## config.mk

```make
export PLATFORM = sky130hd
export DESIGN_NAME = soft_return_word_wrap
export DESIGN_NICKNAME = d
export VERILOG_FILES = /design/src/rtl/srww_pkg.sv /design/src/rtl/srww_front.sv /design/src/rtl/srww_queue.sv /design/src/rtl/srww_back.sv /design/src/rtl/soft_return_word_wrap.sv
export SDC_FILE = /design/constraint.sdc
export NUM_CORES = 1
export LEC_CHECK = 0
export ABC_CLOCK_PERIOD_IN_PS = 6200
export BUFFER_PORTS_ARGS = -buffer_cell sky130_fd_sc_hd__buf_2
export CAP_MARGIN = 20
export CORE_MARGIN = 2
export CORE_UTILIZATION = 56
export DETAILED_ROUTE_END_ITERATION = 10
export GPL_ROUTABILITY_DRIVEN = 0
export PLACE_DENSITY = 0.76
export SETUP_SLACK_MARGIN = 0.4
export SKIP_CTS_REPAIR_TIMING = 1
export SLEW_MARGIN = 40
export SYNTH_ARGS = -nofsm -noshare
export SYNTH_HDL_FRONTEND = slang
export SYNTH_HIERARCHICAL = 1
export SYNTH_SLANG_ARGS = --single-unit
export TNS_END_PERCENT = 30
```

## constraint.sdc

```tcl
create_clock -name clk -period 6.2 [get_ports clk]
set_clock_uncertainty 0.1 [all_clocks]
set_input_delay 1.24 -clock clk [delete_from_list [all_inputs] [get_ports clk]]
set_output_delay 1.24 -clock clk [all_outputs]
set_load 0.02 [all_outputs]
```

## src/rtl/srww_pkg.sv

```systemverilog
// Shared types and constants of the soft-return word wrap block.
package srww_pkg;

  localparam int POSITION_BITS = 16;
  localparam int QUEUE_DEPTH   = 4;
  localparam int QPTR_BITS     = $clog2(QUEUE_DEPTH);

  localparam logic [7:0] SOFT_CR      = 8'd227;
  localparam logic [7:0] NEWLINE_BYTE = 8'd10;
  localparam logic [7:0] SPACE_BYTE   = 8'd32;
  localparam logic [7:0] ZERO_BYTE    = 8'd0;
  localparam logic [7:0] WRAP_RESET   = 8'd80;

  typedef logic [POSITION_BITS-1:0] pos_t;

  typedef struct packed {
    logic [7:0] text_byte;
    logic       end_of_text;
  } in_item_t;

  typedef struct packed {
    logic [7:0]  out_byte;
    logic [15:0] out_position;
    logic        is_patch;
    logic        last_result;
  } out_item_t;

  // One classified input byte, waiting to be expanded into results.
  typedef struct packed {
    logic [7:0] byte_val;
    pos_t       pos;
    logic       patch;
    pos_t       patch_pos;
    logic       eot;
  } job_t;

endpackage

```

## src/rtl/srww_front.sv

```systemverilog
// Front part: accepts text bytes, tracks column and space, classifies each item.
module srww_front import srww_pkg::*; (
  input  logic       clk,
  input  logic       rst,
  input  logic       in_valid,
  output logic       in_ready,
  input  in_item_t   in_data,
  input  logic       cfg_valid,
  output logic       cfg_ready,
  input  logic [7:0] cfg_data,
  output logic       push,
  output job_t       push_job,
  input  logic       queue_full
);

  logic [7:0] wrap_column;
  pos_t       byte_position, byte_position_next;
  logic [7:0] column_count, column_count_next;
  pos_t       space_position, space_position_next;
  logic       space_valid, space_valid_next;
  logic       stopped, stopped_next;

  logic [7:0] col_inc;
  logic       is_space;
  pos_t       sp_sel;
  logic       sv_sel;
  pos_t       space_gap;

  assign in_ready  = !queue_full;
  assign cfg_ready = 1'b1;
  assign push      = in_valid && !queue_full;

  always_comb begin
    byte_position_next  = byte_position + pos_t'(1);
    column_count_next   = column_count;
    space_position_next = space_position;
    space_valid_next    = space_valid;
    stopped_next        = stopped;

    is_space  = (in_data.text_byte == SPACE_BYTE);
    col_inc   = (column_count < wrap_column) ? column_count + 8'd1 : column_count;
    sp_sel    = is_space ? byte_position : space_position;
    sv_sel    = space_valid || is_space;
    space_gap = byte_position - sp_sel;

    push_job.byte_val  = in_data.text_byte;
    push_job.pos       = byte_position;
    push_job.patch     = 1'b0;
    push_job.patch_pos = sp_sel;
    push_job.eot       = in_data.end_of_text;

    if (stopped || in_data.text_byte == ZERO_BYTE) begin
      // pass everything unchanged once a zero byte turns up
      stopped_next = 1'b1;
    end else if (in_data.text_byte == NEWLINE_BYTE) begin
      push_job.byte_val = SOFT_CR;
      column_count_next = 8'd0;
      space_valid_next  = 1'b0;
    end else begin
      column_count_next   = col_inc;
      space_position_next = sp_sel;
      space_valid_next    = sv_sel;
      if (col_inc >= wrap_column && sv_sel) begin
        space_valid_next = 1'b0;
        if (sp_sel == byte_position) begin
          push_job.byte_val = SOFT_CR;
          column_count_next = 8'd0;
        end else begin
          push_job.patch    = 1'b1;
          column_count_next = (space_gap < pos_t'(wrap_column)) ? space_gap[7:0] : wrap_column;
        end
      end
    end

    if (in_data.end_of_text) begin
      byte_position_next = '0;
      column_count_next  = 8'd0;
      space_valid_next   = 1'b0;
      stopped_next       = 1'b0;
    end
  end

  always_ff @(posedge clk) begin
    if (rst) begin
      wrap_column    <= WRAP_RESET;
      byte_position  <= '0;
      column_count   <= 8'd0;
      space_position <= '0;
      space_valid    <= 1'b0;
      stopped        <= 1'b0;
    end else begin
      if (cfg_valid) begin
        wrap_column <= cfg_data;
      end
      if (push) begin
        byte_position  <= byte_position_next;
        column_count   <= column_count_next;
        space_position <= space_position_next;
        space_valid    <= space_valid_next;
        stopped        <= stopped_next;
      end
    end
  end

endmodule

```

## src/rtl/srww_queue.sv

```systemverilog
// Short queue of classified items between the front and back parts.
module srww_queue import srww_pkg::*; (
  input  logic clk,
  input  logic rst,
  input  logic push,
  input  job_t push_job,
  output logic full,
  input  logic pop,
  output logic head_valid,
  output job_t head_job
);

  job_t                 entries [QUEUE_DEPTH];
  logic [QPTR_BITS-1:0] wr_ptr;
  logic [QPTR_BITS-1:0] rd_ptr;
  logic [QPTR_BITS:0]   count;

  assign full       = (count == (QPTR_BITS + 1)'(QUEUE_DEPTH));
  assign head_valid = (count != '0);
  assign head_job   = entries[rd_ptr];

  always_ff @(posedge clk) begin
    if (push) begin
      entries[wr_ptr] <= push_job;
    end
  end

  always_ff @(posedge clk) begin
    if (rst) begin
      wr_ptr <= '0;
      rd_ptr <= '0;
      count  <= '0;
    end else begin
      if (push) begin
        wr_ptr <= wr_ptr + QPTR_BITS'(1);
      end
      if (pop) begin
        rd_ptr <= rd_ptr + QPTR_BITS'(1);
      end
      if (push && !pop) begin
        count <= count + (QPTR_BITS + 1)'(1);
      end else if (pop && !push) begin
        count <= count - (QPTR_BITS + 1)'(1);
      end
    end
  end

  a_count_bound: assert property (@(posedge clk) disable iff (rst)
    count <= (QPTR_BITS + 1)'(QUEUE_DEPTH))
    else $error("queue count beyond depth");

  a_no_push_full: assert property (@(posedge clk) disable iff (rst)
    full |-> !push)
    else $error("push into full queue");

  a_no_pop_empty: assert property (@(posedge clk) disable iff (rst)
    pop |-> head_valid)
    else $error("pop from empty queue");

endmodule

```

## src/rtl/srww_back.sv

```systemverilog
// Back part: expands each queued item into its results through an output register.
module srww_back import srww_pkg::*; (
  input  logic      clk,
  input  logic      rst,
  input  logic      head_valid,
  input  job_t      head_job,
  output logic      pop,
  output logic      out_valid,
  input  logic      out_ready,
  output out_item_t out_data
);

  localparam logic [1:0] PH_BYTE  = 2'd0;
  localparam logic [1:0] PH_PATCH = 2'd1;
  localparam logic [1:0] PH_TERM  = 2'd2;

  logic [1:0] phase, phase_next;
  logic       load;
  logic       done;
  out_item_t  result;

  assign load = head_valid && (!out_valid || out_ready);
  assign pop  = load && done;

  always_comb begin
    result     = '0;
    phase_next = PH_BYTE;
    done       = 1'b1;
    unique case (phase)
      PH_BYTE: begin
        result.out_byte     = head_job.byte_val;
        result.out_position = 16'(head_job.pos);
        if (head_job.patch) begin
          phase_next = PH_PATCH;
          done       = 1'b0;
        end else if (head_job.eot) begin
          phase_next = PH_TERM;
          done       = 1'b0;
        end
      end
      PH_PATCH: begin
        result.out_byte     = SOFT_CR;
        result.out_position = 16'(head_job.patch_pos);
        result.is_patch     = 1'b1;
        if (head_job.eot) begin
          phase_next = PH_TERM;
          done       = 1'b0;
        end
      end
      PH_TERM: begin
        result.out_byte     = SOFT_CR;
        result.out_position = 16'(head_job.pos + pos_t'(1));
        result.last_result  = 1'b1;
      end
      default: begin
        phase_next = PH_BYTE;
      end
    endcase
  end

  always_ff @(posedge clk) begin
    if (load) begin
      out_data <= result;
    end
  end

  always_ff @(posedge clk) begin
    if (rst) begin
      phase     <= PH_BYTE;
      out_valid <= 1'b0;
    end else begin
      if (load) begin
        phase     <= phase_next;
        out_valid <= 1'b1;
      end else if (out_ready) begin
        out_valid <= 1'b0;
      end
    end
  end

  a_phase_has_item: assert property (@(posedge clk) disable iff (rst)
    (phase != PH_BYTE) |-> head_valid)
    else $error("result phase advanced without a queued item");

  a_terminator_form: assert property (@(posedge clk) disable iff (rst)
    (out_valid && out_data.last_result) |-> (out_data.out_byte == SOFT_CR && !out_data.is_patch))
    else $error("terminator result malformed");

  a_patch_follows: assert property (@(posedge clk) disable iff (rst)
    (load && phase == PH_BYTE && head_job.patch) |=> (phase == PH_PATCH))
    else $error("patch result skipped");

endmodule

```

## src/rtl/soft_return_word_wrap.sv

```systemverilog
// Top level of the soft-return word wrap block: front, queue and back joined.
//
//   channel  | handshake             | payload     | role
//   ---------+-----------------------+-------------+---------------------------------
//   in       | in_valid / in_ready   | in_item_t   | raw text bytes, end_of_text flag
//   out      | out_valid / out_ready | out_item_t  | body bytes, patches, terminator
//   cfg      | cfg_valid / cfg_ready | 8-bit data  | wrap_column register
//
// Each item yields one to three results: the converted byte, a patch that
// turns an earlier space into a soft return, and the terminator after the last
// byte. The front takes one item a cycle while the queue has room; the back
// drives one result a cycle through its output register while that register
// is empty or taken, and pops an item only with its last result. Reset is
// synchronous: it empties the queue and output register, clears the column
// and position tracking and sets wrap_column to 80. A stalled output fills
// the four-entry queue, and only then does in_ready fall.
module soft_return_word_wrap import srww_pkg::*; (
  input  logic       clk,
  input  logic       rst,
  input  logic       in_valid,
  output logic       in_ready,
  input  in_item_t   in_data,
  output logic       out_valid,
  input  logic       out_ready,
  output out_item_t  out_data,
  input  logic       cfg_valid,
  output logic       cfg_ready,
  input  logic [7:0] cfg_data
);

  // front to queue
  logic push;
  job_t push_job;
  logic queue_full;

  // queue to back
  logic pop;
  logic head_valid;
  job_t head_job;

  // Classify each accepted byte and advance the column state.
  srww_front u_front (
    .clk        (clk),
    .rst        (rst),
    .in_valid   (in_valid),
    .in_ready   (in_ready),
    .in_data    (in_data),
    .cfg_valid  (cfg_valid),
    .cfg_ready  (cfg_ready),
    .cfg_data   (cfg_data),
    .push       (push),
    .push_job   (push_job),
    .queue_full (queue_full)
  );

  // Hold classified items so that either side may stall on its own.
  srww_queue u_queue (
    .clk        (clk),
    .rst        (rst),
    .push       (push),
    .push_job   (push_job),
    .full       (queue_full),
    .pop        (pop),
    .head_valid (head_valid),
    .head_job   (head_job)
  );

  // Expand each item into its results, one per cycle while the output accepts them.
  srww_back u_back (
    .clk        (clk),
    .rst        (rst),
    .head_valid (head_valid),
    .head_job   (head_job),
    .pop        (pop),
    .out_valid  (out_valid),
    .out_ready  (out_ready),
    .out_data   (out_data)
  );

endmodule
```

==> flow_metrics.tcl <==
set metrics [dict create \
    outcome "complete, no violations" \
    via_per_inst 6.15 \
    met1_usage 0.312 \
    io_buffers 49 \
    wirelength_microns 26800 \
    ys_seq_elements 256 \
    path_clk_slew_ns 0.06 \
    antenna_found_initial 0 \
    path_max_fanout 9 \
    use_met2 0.390 \
    period_share 0.870 \
    rsz0062_at_grt "false" \
    rows 54 \
    synth_top_family_by_area "simple AND/OR/NAND/NOR gates" \
    cts_tree "done" \
    syn_nets 1036 \
    die_w_microns 154 \
    hp-class "register to register" \
    met3_usage 0.0355 \
    cpMostUsedCell "ha_1" \
    clk_latency_ns 0.52 \
    drv_slew 0 \
    max_freq_mhz 185 \
    fillers 1636 \
    crit_path_start_kind "input port" \
    wl_per_cell_microns 20.4 \
    first_pass_iters 5 \
    syn-mean-instance-area_sq_um 12.9 \
    antenna_left 0 \
    multi_input_area_sq_mm 0.00505 \
    syn_to_final_growth_pct 10.6 \
    worstPathCellList "buf_2, nor4b_4, and2_1, mux2i_4, ha_1, nor2b_1, o21ai_0, o22ai_1, or2_2, a31oi_1, o21a_1, a21oi_1, ha_1, a221oi_1, o2111ai_1, a2111oi_4, o221ai_2, nor2_4, and2_4, o211ai_1" \
    grt_pass1_vias 8134 \
    final_area_sq_mm 0.0139 \
    synthAdderAreaFrac 0.0471 \
    irDropWorstVdd_v 0.000233 \
    setup.worst_path.end_class "register" \
    max_cap_viol_count 0 \
    worst-slew-pin-transition_ns 0.884 \
    cts_sinks 256 \
    setup_viol 0 \
    synth_flop_cell "edfxtp_1" \
    powerDensity_mw_per_mm2 394 \
    fin_crit_ns 5.39 \
    post-route-util 0.633 \
    synth_compound_area_frac 0.108 \
    global_route.usage.total 0.229 \
    grt_overflow 0 \
    path_class "input port to register" \
    synth_cells 968 \
    synth_area_leaders "edfxtp_1 (47%), dfxtp_1 (9.9%), mux4_2 (7.2%)" \
    coreArea_sq_mm 0.0219 \
    drive_above_1_share 0.179 \
    die_y_microns 154 \
    netlist_area_sq_mm 0.0125 \
    yosys.area.top_type "edfxtp_1" \
    yosys_warnings 6 \
    ff2ff_path_depth 16 \
    ys_seq_area_frac 0.564 \
    n_antenna_cell 0 \
    tns_ns 0 \
    drt_iter0_drc 642 \
    r2r_slack_ns 1.74 \
    slew_headroom 0.410 \
    muxShareOfSynthArea 0.0946 \
    hpwl_microns 17700 \
    setup.worst_path.end "u_front/column_count[6]" \
    cp_slowest_cell "nor4b_4" \
    synth_edf_count 194 \
    crit_start "in_data[5]" \
    ys_types 83 \
    synth_xor_area_frac 0.0322 \
    grt_max_degree 43 \
    dpl-instance-area_sq_mm 0.0130 \
    die_area_sq_mm 0.0236 \
    io_pins 51 \
    required_ns 6.49 \
    arrival_ns 5.69 \
    vias 8096 \
    hold_slack_ns 0.390 \
    drc 0 \
    reg2reg_to "u_front/column_count[6]" \
    synth_top_area_share 0.465 \
    seqCellArea_sq_mm 0.00707 \
    htreeDepth 1 \
    initial_core_util 0.572 \
    clockBufferDepth 3 \
    fin_nets 1084 \
    synthSimpleGateAreaFrac 0.119 \
    clockRootBuffer "clkbuf_16" \
    power.leakage_nw 5.03 \
    async_flop_share 0 \
    grt_pass1_wl_microns 43300 \
    numCtsBuffers 26 \
    max_stage_delay_ns 0.39 \
    grt-busiest-layer "met2" \
    hold_violations 0 \
    rr_startpoint "u_front/wrap_column[1]" \
]
==> flip-flops by register name, indices dropped and copies added, names as in the netlist, 2 cells and up, named ones only <==
register / flops
u_queue/count: 3
u_queue/wr_ptr: 2
u_queue/entries: 168
u_back/out_data: 26
u_front/byte_position: 16
u_back/phase: 2
u_front/wrap_column: 8
u_front/column_count: 8
u_queue/rd_ptr: 2
u_front/space_position: 16
==> synth_stat cells, drive strengths merged, types with 20 or more instances <==
library cell    n
edfxtp        194
clkbuf         25
nand3          25
a21oi          44
xnor2          28
nand2          62
buf            20
o21ai          25
inv            40
nor2           86
mux2i          22
dfxtp          62
ha             44
nand2b         21
mux4           42
==> metal layers <==
layer  share of wire  wire length [microns]
met5               0                      0
met3           0.074                   1990
met4           0.018                    491
met1            0.42                  11100
met2            0.49                  13200
==> placed cells by master (no fill, tap or decap), types with 8 or more instances in the layout <==
| cell type | Yosys | final |
|---|---|---|
| mux2i_1 | 22 | 21 |
| o21ai_0 | 22 | 21 |
| nand2_1 | 62 | 62 |
| nand2b_1 | 21 | 21 |
| ha_1 | 44 | 43 |
| a22oi_1 | 15 | 15 |
| inv_1 | 40 | 39 |
| dfxtp_1 | 62 | 60 |
| and2_1 | 13 | 9 |
| clkinv_2 | 0 | 8 |
| nand4_1 | 15 | 15 |
| a21oi_1 | 44 | 44 |
| o211ai_1 | 12 | 12 |
| mux4_2 | 40 | 40 |
| nor2b_1 | 11 | 11 |
| a21o_1 | 9 | 9 |
| nand3_1 | 23 | 23 |
| clkbuf_16 | 0 | 27 |
| nor2_1 | 84 | 84 |
| xor2_1 | 18 | 18 |
| buf_4 | 2 | 15 |
| xnor2_1 | 28 | 28 |
| a211oi_1 | 13 | 13 |
| buf_2 | 7 | 49 |
| edfxtp_1 | 194 | 194 |
==> cells by family after synthesis <==
group                      Yosys count
muxes                               65
and+or+nand+nor                    282
DFF                                256
buffers and inverters               85
other                                1
AOI/OAI and AO/OA                  187
adders and majority gates           46
xor gates and xnor gates            46
==> cell type report <==
class / count / area share
flip-flops and latches: 256 / 0.510
repair buffers: 65 / 0.0266
clock buffers: 28 / 0.0490
inverters: 40 / 0.0108
clock inverters: 20 / 0.0136
well taps: 280 / 0.0253
multi-input cells: 627 / 0.364
==> report_power, final <==
part           internal (mW)  switching, mW  total [mW]
clock network          0.921          0.646        1.57
registers               2.21          0.106        2.32
logic                  0.598          0.971        1.57
==> how the worst min path moves through the flow <==
stage | slack [ns] | cells past startpoint | from | to
2_1_floorplan | 0.35 | 2 | u_front/space_valid | u_front/space_valid
3_3_place_gp | 0.36 | 2 | u_front/space_valid | u_front/space_valid
3_5_place_dp | 0.38 | 2 | u_front/wrap_column[6] | u_front/column_count[6]
4_1_cts | 0.39 | 2 | u_front/space_valid | u_front/space_valid
5_1_grt | 0.41 | 2 | u_front/space_valid | u_front/space_valid
6_report | 0.39 | 2 | u_front/wrap_column[6] | u_front/column_count[6]
==> stage by stage <==
step	cells	setup WS, ns	total power, mW
after detailed placement	1268	0.350	3.90
after global routing	1316	0.562	5.72
after CTS	1316	0.861	5.48
final	1316	0.805	5.45
after floorplan	968	0.405	3.50
after global placement	1268	0.474	3.85
==> critical path: cells and delay by family <==
kind	cells	cell delay [ns]
muxes	1	0.33
AOI/OAI and AO/OA	10	1.78
buffers and inverters	1	0.13
adders and majority gates	2	0.47
and+or+nand+nor	6	1.71
No activity file was read; power rests on OpenSTA's default activity.
